### src/rtl/qmneq_pkg.sv
`default_nettype none
package qmneq_pkg;

    localparam int CW  = 32;
    localparam int DW  = 11;
    localparam int ZW  = 12;
    localparam int NW  = 21;
    localparam int QW  = 32;
    localparam int PW  = QW + DW;
    localparam int LERP_LAT = QW + 3;

    typedef enum logic [1:0] {
        OP_NODE = 2'd0,
        OP_ELEM = 2'd1,
        OP_EDGE = 2'd2,
        OP_BAD  = 2'd3
    } t_op;

    typedef enum logic [1:0] {
        SIDE_BOTTOM = 2'd0,
        SIDE_RIGHT  = 2'd1,
        SIDE_TOP    = 2'd2,
        SIDE_LEFT   = 2'd3
    } t_side;

    localparam logic [2:0] CFG_AX = 3'd0;
    localparam logic [2:0] CFG_AY = 3'd1;
    localparam logic [2:0] CFG_BX = 3'd2;
    localparam logic [2:0] CFG_BY = 3'd3;
    localparam logic [2:0] CFG_CX = 3'd4;
    localparam logic [2:0] CFG_CY = 3'd5;
    localparam logic [2:0] CFG_DX = 3'd6;
    localparam logic [2:0] CFG_DY = 3'd7;

    typedef struct packed {
        logic         valid;
        logic         err;
        t_op          op;
        t_side        side;
        logic [ZW-1:0] m1;
        logic [ZW-1:0] w;
        logic [ZW:0]   addend;
        logic          sub;
    } t_dec;

    typedef struct packed {
        logic         valid;
        logic         err;
        t_op          op;
        t_side        side;
        logic [2*ZW-1:0] prod;
        logic [ZW-1:0] w;
        logic [ZW:0]   addend;
        logic          sub;
    } t_mul;

    typedef struct packed {
        logic          valid;
        logic          status;
        logic          node;
        logic [NW-1:0] first;
        logic [NW-1:0] second;
        logic [NW-1:0] third;
        logic [NW-1:0] fourth;
        t_side         side;
    } t_meta;

endpackage
`default_nettype wire

### src/rtl/qmneq_lerp.sv
`default_nettype none
module qmneq_lerp (
    input  wire logic                          i_clk,
    input  wire logic                          i_en,
    input  wire logic signed [qmneq_pkg::CW-1:0] i_p,
    input  wire logic signed [qmneq_pkg::CW-1:0] i_q,
    input  wire logic [qmneq_pkg::DW-1:0]      i_k,
    input  wire logic [qmneq_pkg::DW-1:0]      i_n,
    output logic signed [qmneq_pkg::CW-1:0]    o_value
);
    import qmneq_pkg::*;

    logic signed [CW-1:0] r_p1;
    logic signed [CW:0]   r_diff;
    logic [DW-1:0]        r_k1;
    logic [DW-1:0]        r_n1;

    logic [PW-1:0]        r_rem [0:QW];
    logic [QW-1:0]        r_quo [0:QW];
    logic                 r_neg [0:QW];
    logic signed [CW-1:0] r_pp  [0:QW];
    logic [DW-1:0]        r_nn  [0:QW];

    logic [CW:0]          n_mag;
    logic signed [QW+1:0] n_qs;
    logic signed [CW+2:0] n_sum;
    logic signed [CW-1:0] n_out;

    always_comb begin
        n_mag = r_diff[CW] ? -r_diff : r_diff;
        n_qs  = r_neg[QW] ? -$signed({2'b00, r_quo[QW]}) : $signed({2'b00, r_quo[QW]});
        n_sum = (CW+3)'(r_pp[QW]) + (CW+3)'(n_qs);
        if (n_sum > $signed((CW+3)'({1'b0, {(CW-1){1'b1}}}))) begin
            n_out = {1'b0, {(CW-1){1'b1}}};
        end else if (n_sum < -$signed((CW+3)'({1'b1, {(CW-1){1'b0}}}))) begin
            n_out = {1'b1, {(CW-1){1'b0}}};
        end else begin
            n_out = n_sum[CW-1:0];
        end
    end

    always_ff @(posedge i_clk) begin
        if (i_en) begin
            r_p1   <= i_p;
            r_diff <= (CW+1)'(i_q) - (CW+1)'(i_p);
            r_k1   <= i_k;
            r_n1   <= i_n;
            r_rem[0] <= PW'(n_mag[QW-1:0]) * PW'(r_k1);
            r_quo[0] <= '0;
            r_neg[0] <= r_diff[CW];
            r_pp[0]  <= r_p1;
            r_nn[0]  <= r_n1;
            o_value  <= n_out;
        end
    end

    for (genvar j = 1; j <= QW; j++) begin : g_div
        logic [PW:0] n_sh;
        logic        n_ge;
        always_comb begin
            n_sh = (PW+1)'(r_nn[j-1]) << (QW - j);
            n_ge = {1'b0, r_rem[j-1]} >= n_sh;
        end
        always_ff @(posedge i_clk) begin
            if (i_en) begin
                r_rem[j] <= n_ge ? PW'({1'b0, r_rem[j-1]} - n_sh) : r_rem[j-1];
                r_quo[j] <= r_quo[j-1] | (n_ge ? (QW'(1) << (QW - j)) : '0);
                r_neg[j] <= r_neg[j-1];
                r_pp[j]  <= r_pp[j-1];
                r_nn[j]  <= r_nn[j-1];
            end
        end
    end

endmodule
`default_nettype wire

### config.mk
export PLATFORM = sky130hd
export DESIGN_NAME = qmneq_lerp
export DESIGN_NICKNAME = d
export VERILOG_FILES = /design/src/rtl/qmneq_pkg.sv /design/src/rtl/qmneq_lerp.sv
export SDC_FILE = /design/constraint.sdc
export NUM_CORES = 2
export LEC_CHECK = 0
export BUFFER_PORTS_ARGS = -buffer_cell sky130_fd_sc_hd__buf_2
export CAP_MARGIN = 20
export CORE_UTILIZATION = 34
export CTS_CLUSTER_DIAMETER = 40
export DETAILED_ROUTE_END_ITERATION = 7
export GPL_ROUTABILITY_DRIVEN = 1
export SETUP_SLACK_MARGIN = 0.15
export SLEW_MARGIN = 0
export SYNTH_ARGS = -nofsm -noshare
export SYNTH_HDL_FRONTEND = slang
export SYNTH_SLANG_ARGS = --single-unit
export TNS_END_PERCENT = 1
### constraint.sdc
create_clock -name i_clk -period 11.01 [get_ports i_clk]
set_input_delay 2.202 -clock i_clk [delete_from_list [all_inputs] [get_ports i_clk]]
set_output_delay 2.202 -clock i_clk [all_outputs]
set_load 0.03 [all_outputs]
After elaboration in Yosys (flattened, before gate mapping)
Memory sizes are Yosys's and may differ from the RTL's. Cells that the tools add are included. Widths: inputs -> output; s select.

Logic and storage cells: 182. Memories kept: 5. Register bits after elaboration: 119. Bits of input ports: 88. Bits in writable memories: 3927.

Memories: r_rem (words 33, bits a word 43, read ports 32, clocked after Yosys merged registers in 0, wr ports 33, RTL line qmneq_lerp.sv:18) `logic [PW-1:0] r_rem [0:QW];`; r_pp (words 33, bits a word 32, read ports 33, clocked after Yosys merged registers in 0, wr ports 33, RTL line qmneq_lerp.sv:21) `logic signed [CW-1:0] r_pp [0:QW];`; r_quo (words 33, bits a word 32, read ports 33, clocked after Yosys merged registers in 0, wr ports 33, RTL line qmneq_lerp.sv:19) `logic [QW-1:0] r_quo [0:QW];`; r_nn (words 33, bits a word 11, read ports 32, clocked after Yosys merged registers in 0, wr ports 33, RTL line qmneq_lerp.sv:22) `logic [DW-1:0] r_nn [0:QW];`; r_neg (words 33, bits a word 1, read ports 33, clocked after Yosys merged registers in 0, wr ports 33, RTL line qmneq_lerp.sv:20) `logic r_neg [0:QW];`.

Order comparisons: 34. Bitwise logic cells: 32. Add/subtract/negate cells: 36. Multipliers: 1. Muxes and demuxes: 69.

Operator list (number): $mux 43 (32); $mux 32 (3); $ge 43x11->1 (1); $ge 43x12->1 (1); $ge 43x13->1 (1); $ge 43x14->1 (1); $ge 43x15->1 (1); $ge 43x16->1 (1); $ge 43x17->1 (1); $ge 43x18->1 (1); $ge 43x19->1 (1); $ge 43x20->1 (1); $ge 43x21->1 (1); $ge 43x22->1 (1); $ge 43x23->1 (1); $ge 43x24->1 (1); $ge 43x25->1 (1); $ge 43x26->1 (1); $ge 43x27->1 (1); $ge 43x28->1 (1); $ge 43x29->1 (1); $ge 43x30->1 (1); $ge 43x31->1 (1); $ge 43x32->1 (1); 113 further kinds (115).

Logic depth before layout (Yosys ltp)
An unclocked memory read counts as a cell.

Depth after elaboration: 6. Gate-level depth with buffers: 28. Depth with buffers taken out: 27.

Least setup slack after synthesis
OpenSTA, ideal clock, no wires.

Kind: register to register. From: reg r_diff[11]. To: mem r_rem[0][40] (netlist bit), data pin. Cell stages (with the launch flop): 26. Setup time: 0.266 ns. Buffers on the path: 1. Slack: 3.308 ns. Arrival: 7.436 ns. Path through: edfxtp_1 -> or4_1 -> nor4_1 -> nand4_1 -> or3_1 -> or3_1 -> o31ai_1 -> xnor2_1 -> clkbuf_1 -> nand2_1 -> fa_1 -> fa_1 -> inv_1 -> fa_1 -> fa_1 -> inv_1 -> fa_1 -> inv_1 -> ha_1 -> inv_1 -> or4_1 -> o21ai_0 -> a31oi_1 -> o21ai_0 -> a2111oi_0 -> nand4b_1.

RTL lines: from (decl) (RTL line qmneq_lerp.sv:14) `logic signed [CW:0] r_diff;`; from (signal assigned) (RTL line qmneq_lerp.sv:45) `r_diff <= (CW+1)'(i_q) - (CW+1)'(i_p);`; to (decl) (RTL line qmneq_lerp.sv:18).

==> run summary <==
The flow ran to the end, and the final reports show no timing, DRC or antenna violations. The startpoint identified for the worst hold timing path is r_quo[7][26]. Final worst-path setup slack: 2.30 ns.

Clock tree synthesis inserted a total of 418 buffers. The worst setup slack for register-to-register paths is 2.30 ns. The logs give 0 for the hold violation count in the final report and 0 for the setup-violating endpoint count in the final report.

Worst-skew pair later-pin latency: 0.95 ns. The cell area power density is 287 nW/µm², and the detailed placement HPWL is 184,000 µm. Data on the critical path arrives at its endpoint at 9.41 ns. The top cell type by area accounts for 69.3% of the synthesized area.

Most used flip-flop cell after synthesis: edfxtp_1. Of the synthesized area, sequential elements account for 69.3%. Wire segments on met2 add up to 136,000 µm in the final route.

Compared with the post-synthesis result, the final layout area differs by 15.1%. In the routed design, unresolved DRC markers number 0. Max-cap violations in this run came to 0.

STA puts the critical path data required time at 11.71 ns. The type of origin of the critical path is a register. The floorplan has 243 rows. The clock drives 3,464 sinks.

The post-route netlist has 9.35% of its cells at a drive strength greater than 1. In this run the static leakage power is 62.7 nW. For this design the top-level I/O count stands at 120. The floorplan step set the die width to 667 µm. For this block, wires on met1 add up to 109,000 µm. Clock input transition at the sequential cells of the worst setup and hold paths: 0.06 ns. For the area of the core, the log shows 439,000 µm². After synthesis, the netlist uses 83 different library cells.

The number of cells on the worst hold path came out at 0. The number of gates resized after CTS was 0; the number of global-route vias before repair was 79,100. The run gives 158,000 µm² as the instance area after placement. After synthesis, the cell types taking the most area are edfxtp_1 69%, ha_1 4.2%, fa_1 4.0%, xnor2_1 2.3%, inv_1 2.2%. The area of the mapped netlist is 150,000 µm². The number of warnings printed during yosys synthesis was 0; the overall die area was 444,000 µm². The time the final worst path needs with I/O delays and setup was 8.71 ns; the register bit total from synthesis was 3,464.

For the pin with the worst max-slew slack, the measured transition is 1.16 ns. The count of flip-flops with a built-in enable after synthesis is 3,464. The worst pin sits at a relative slew slack of 22.5%.

The count of TritonRoute iterations in the first routing pass is 5, and the number of DRC violations after detailed-routing iteration 0 is 4,607. The period utilization came out at 79.1%. The count of buffers added by post-CTS timing repair for setup came out at 0. The worst register-to-register path ends at r_rem[0][40]. Post-synthesis async set-or-reset flop share: 0%. The largest total area in the synthesized netlist belongs to edfxtp_1. The achievable clock frequency was 115 MHz. The slowest stage of the critical path belongs to the cell xor2_1. Across the VDD grid, the largest voltage drop is 841 µV.

The reg-to-reg startpoint is r_diff[11]. The setup slack after placement is 2.33 ns, and the number of pins with negative max-slew slack in the final report is 0. The run gives 10 as the number of antenna violations at the first check in global routing. The run gives 0.0686 ns as the maximum clock skew at final layout. The first global-routing pass estimated 420,000 µm of wire.

The worst-case hold path end point was r_quo[8][26]. For this block, the routed nets add up to 263,000 µm of wire. Die span in y: 667 µm. In this run the worst hold path is classified as reg -> reg. The sum of negative setup slack came out at 0 ns. The setup path with the least slack is of type reg -> reg. Routed wire length on met3: 8880 µm. The tools report the buffer type at the clock tree root as clkbuf_16. Power comes to 49.6 mW. In this run the worst path has a maximum fanout of 11.

The clock tree synthesis step divided the H-tree into 5 levels. Setup repair after global routing left no endpoint under its margin. At the end of the flow, the number of nets in the layout was 11,600. The number of hold buffers added after CTS was 0. The mean instance size in the synthesized netlist came out at 14.7 µm².

The via count normalized by instance count was 4.61. The cell count after synthesis came out at 10,200. On the worst path, the slowest cell contributes a delay of 0.75 ns. Kind of capture point of the worst setup path: a register. The net count after synthesis came out at 11,100. The cell that appears most often on the critical path is fa_1. No sink is reached through more buffers than the 4 on the longest clock path. After global routing the overflow that remains totals 0. Entering global routing, the biggest net connects 211 pins.

The highest layer touched by signal routing is met5. Input and output buffers added on the ports amount to 119. After detailed routing, the average wire length per cell comes to 15.6 µm.

The count of nets left with antenna violations once routing finished came out at 0. Traced cell by cell, the critical path runs through or4_1, nor4_1, nand4_1, or3_1, o31a_1, xor2_1, nand2_1, fa_1, fa_1, inv_1, fa_1, fa_1, inv_1, fa_1, inv_1, ha_1, nand2_1, or4_1, o21ai_0, a31oi_1, o21ai_0, a2111oi_0, nand4b_1. The area of all placed cells without fillers is 173,000 µm², and the initial core utilization is 34.2%. The worst register-to-register path has a depth of 23. The routed layout has 77,900 vias. The final estimated routing congestion in global placement is 0.832. TritonCTS built the clock tree. The global-route total usage across every layer came out at 11.7%.
-- synth_stat cells, types with 23 or more instances --
cell type	count
o211ai_1	23
mux2i_1	24
nand3_1	108
nor2_1	515
nand4b_1	28
nand2b_1	101
o31ai_1	99
nor3_1	239
xnor2_1	392
inv_1	895
a21o_1	118
edfxtp_1	3464
a21oi_1	335
fa_1	302
o21a_1	80
and3_1	38
ha_1	501
or2_2	45
and2_1	172
nor4_1	222
a211oi_1	30
or4_1	84
clkbuf_1	168
mux2_2	55
a21boi_0	86
or3_1	116
nand2_1	714
nand4_1	90
nor4b_1	23
xor2_1	381
nor2b_1	101
a31oi_1	26
o21ai_0	398
-- sequential cells by signal, summed over array words and instances (netlist names) --
register,count
r_rem,1376
r_pp,1056
r_quo,528
r_nn,352
r_diff,33
r_neg,33
o_value,32
r_p1,32
r_k1,11
r_n1,11
-- power breakdown --
group	total [mW]	switching, mW	internal (mW)	leakage [nW]
registers	18.2	0.988	17.2	33.5
logic	17.4	10.2	7.25	22.3
clock network	14.0	5.56	8.42	6.97
total	49.6	16.7	32.9	62.7
-- metrics by stage --
step	hold slack, ns	util [%]	std cells
5_1_grt	0.382	39.4	16900
3_3_place_gp	0.400	36.0	16100
3_5_place_dp	0.405	36.0	16100
4_1_cts	0.370	39.3	16900
6_report	0.373	39.4	16900
2_1_floorplan	0.400	-	10200
-- layout make-up --
type	instances	area (µm²)
Clock inverter	305	3790
Multi-Input combinational cell	5681	42100
Inverter	898	3370
Timing Repair Buffer	200	1430
Fill cell	40600	266000
Tap cell	5880	7360
Clock buffer	463	10700
Antenna cell	2	5.00
Sequential cell	3464	104000
-- critical path, delay by kind of cell, from the launching register on --
family,cells,cell delay (ns)
fa+ha+maj,6,2.97
compound gates,5,1.48
xor+xnor,1,0.75
flops,1,0.42
simple gates,8,2.70
buf+inv,3,0.14
-- worst max-delay path by stage --
stage / cells past startpoint / to / slack, ns / from
after CTS: 23 / r_rem[0][40] / 2.34 / r_diff[11]
after global placement: 24 / r_rem[0][40] / 2.31 / r_diff[11]
final: 23 / r_rem[0][40] / 2.30 / r_diff[11]
after global routing: 24 / r_rem[0][40] / 1.70 / r_diff[11]
after detailed placement: 23 / r_rem[0][40] / 2.33 / r_diff[11]
after floorplan: 25 / r_rem[0][40] / 3.31 / r_diff[11]
-- placed cells by master, fill, tap and decap left out, drive strengths merged, types with 90 or more instances in the layout --
master  count
a21oi     335
fa        302
xnor2     392
ha        501
edfxtp   3464
xor2      381
nor4      222
and2      172
nor2      516
nand2     714
clkinv    141
nor3      239
o31ai      99
o21ai     399
nand2b    101
nand4      90
nand3     108
clkbuf    463
a21o      118
buf       200
or3       118
inv       970
nor2b     101
-- cell families after synthesis --
group                    count (synthesis)  synth area share [%]
flip-flops                            3464                  69.3
AND/OR/NAND/NOR                       2673                  9.08
AO/OA/AOI/OAI                         1353                  5.67
buffers and inverters                 1080                  2.71
adder cells (fa/ha/maj)                803                  8.20
XOR/XNOR                               773                  4.51
multiplexers                            79                 0.572
-- per-layer routing --
layer | vias up | track usage [%]
met2 | 1222 | 21.5
met1 | 37600 | 13.6
met4 | 2 | 4.53
met5 | - | 0
li1 | 38500 | -
met3 | 554 | 1.59
Note: power is estimated with default switching activity, not from simulation.
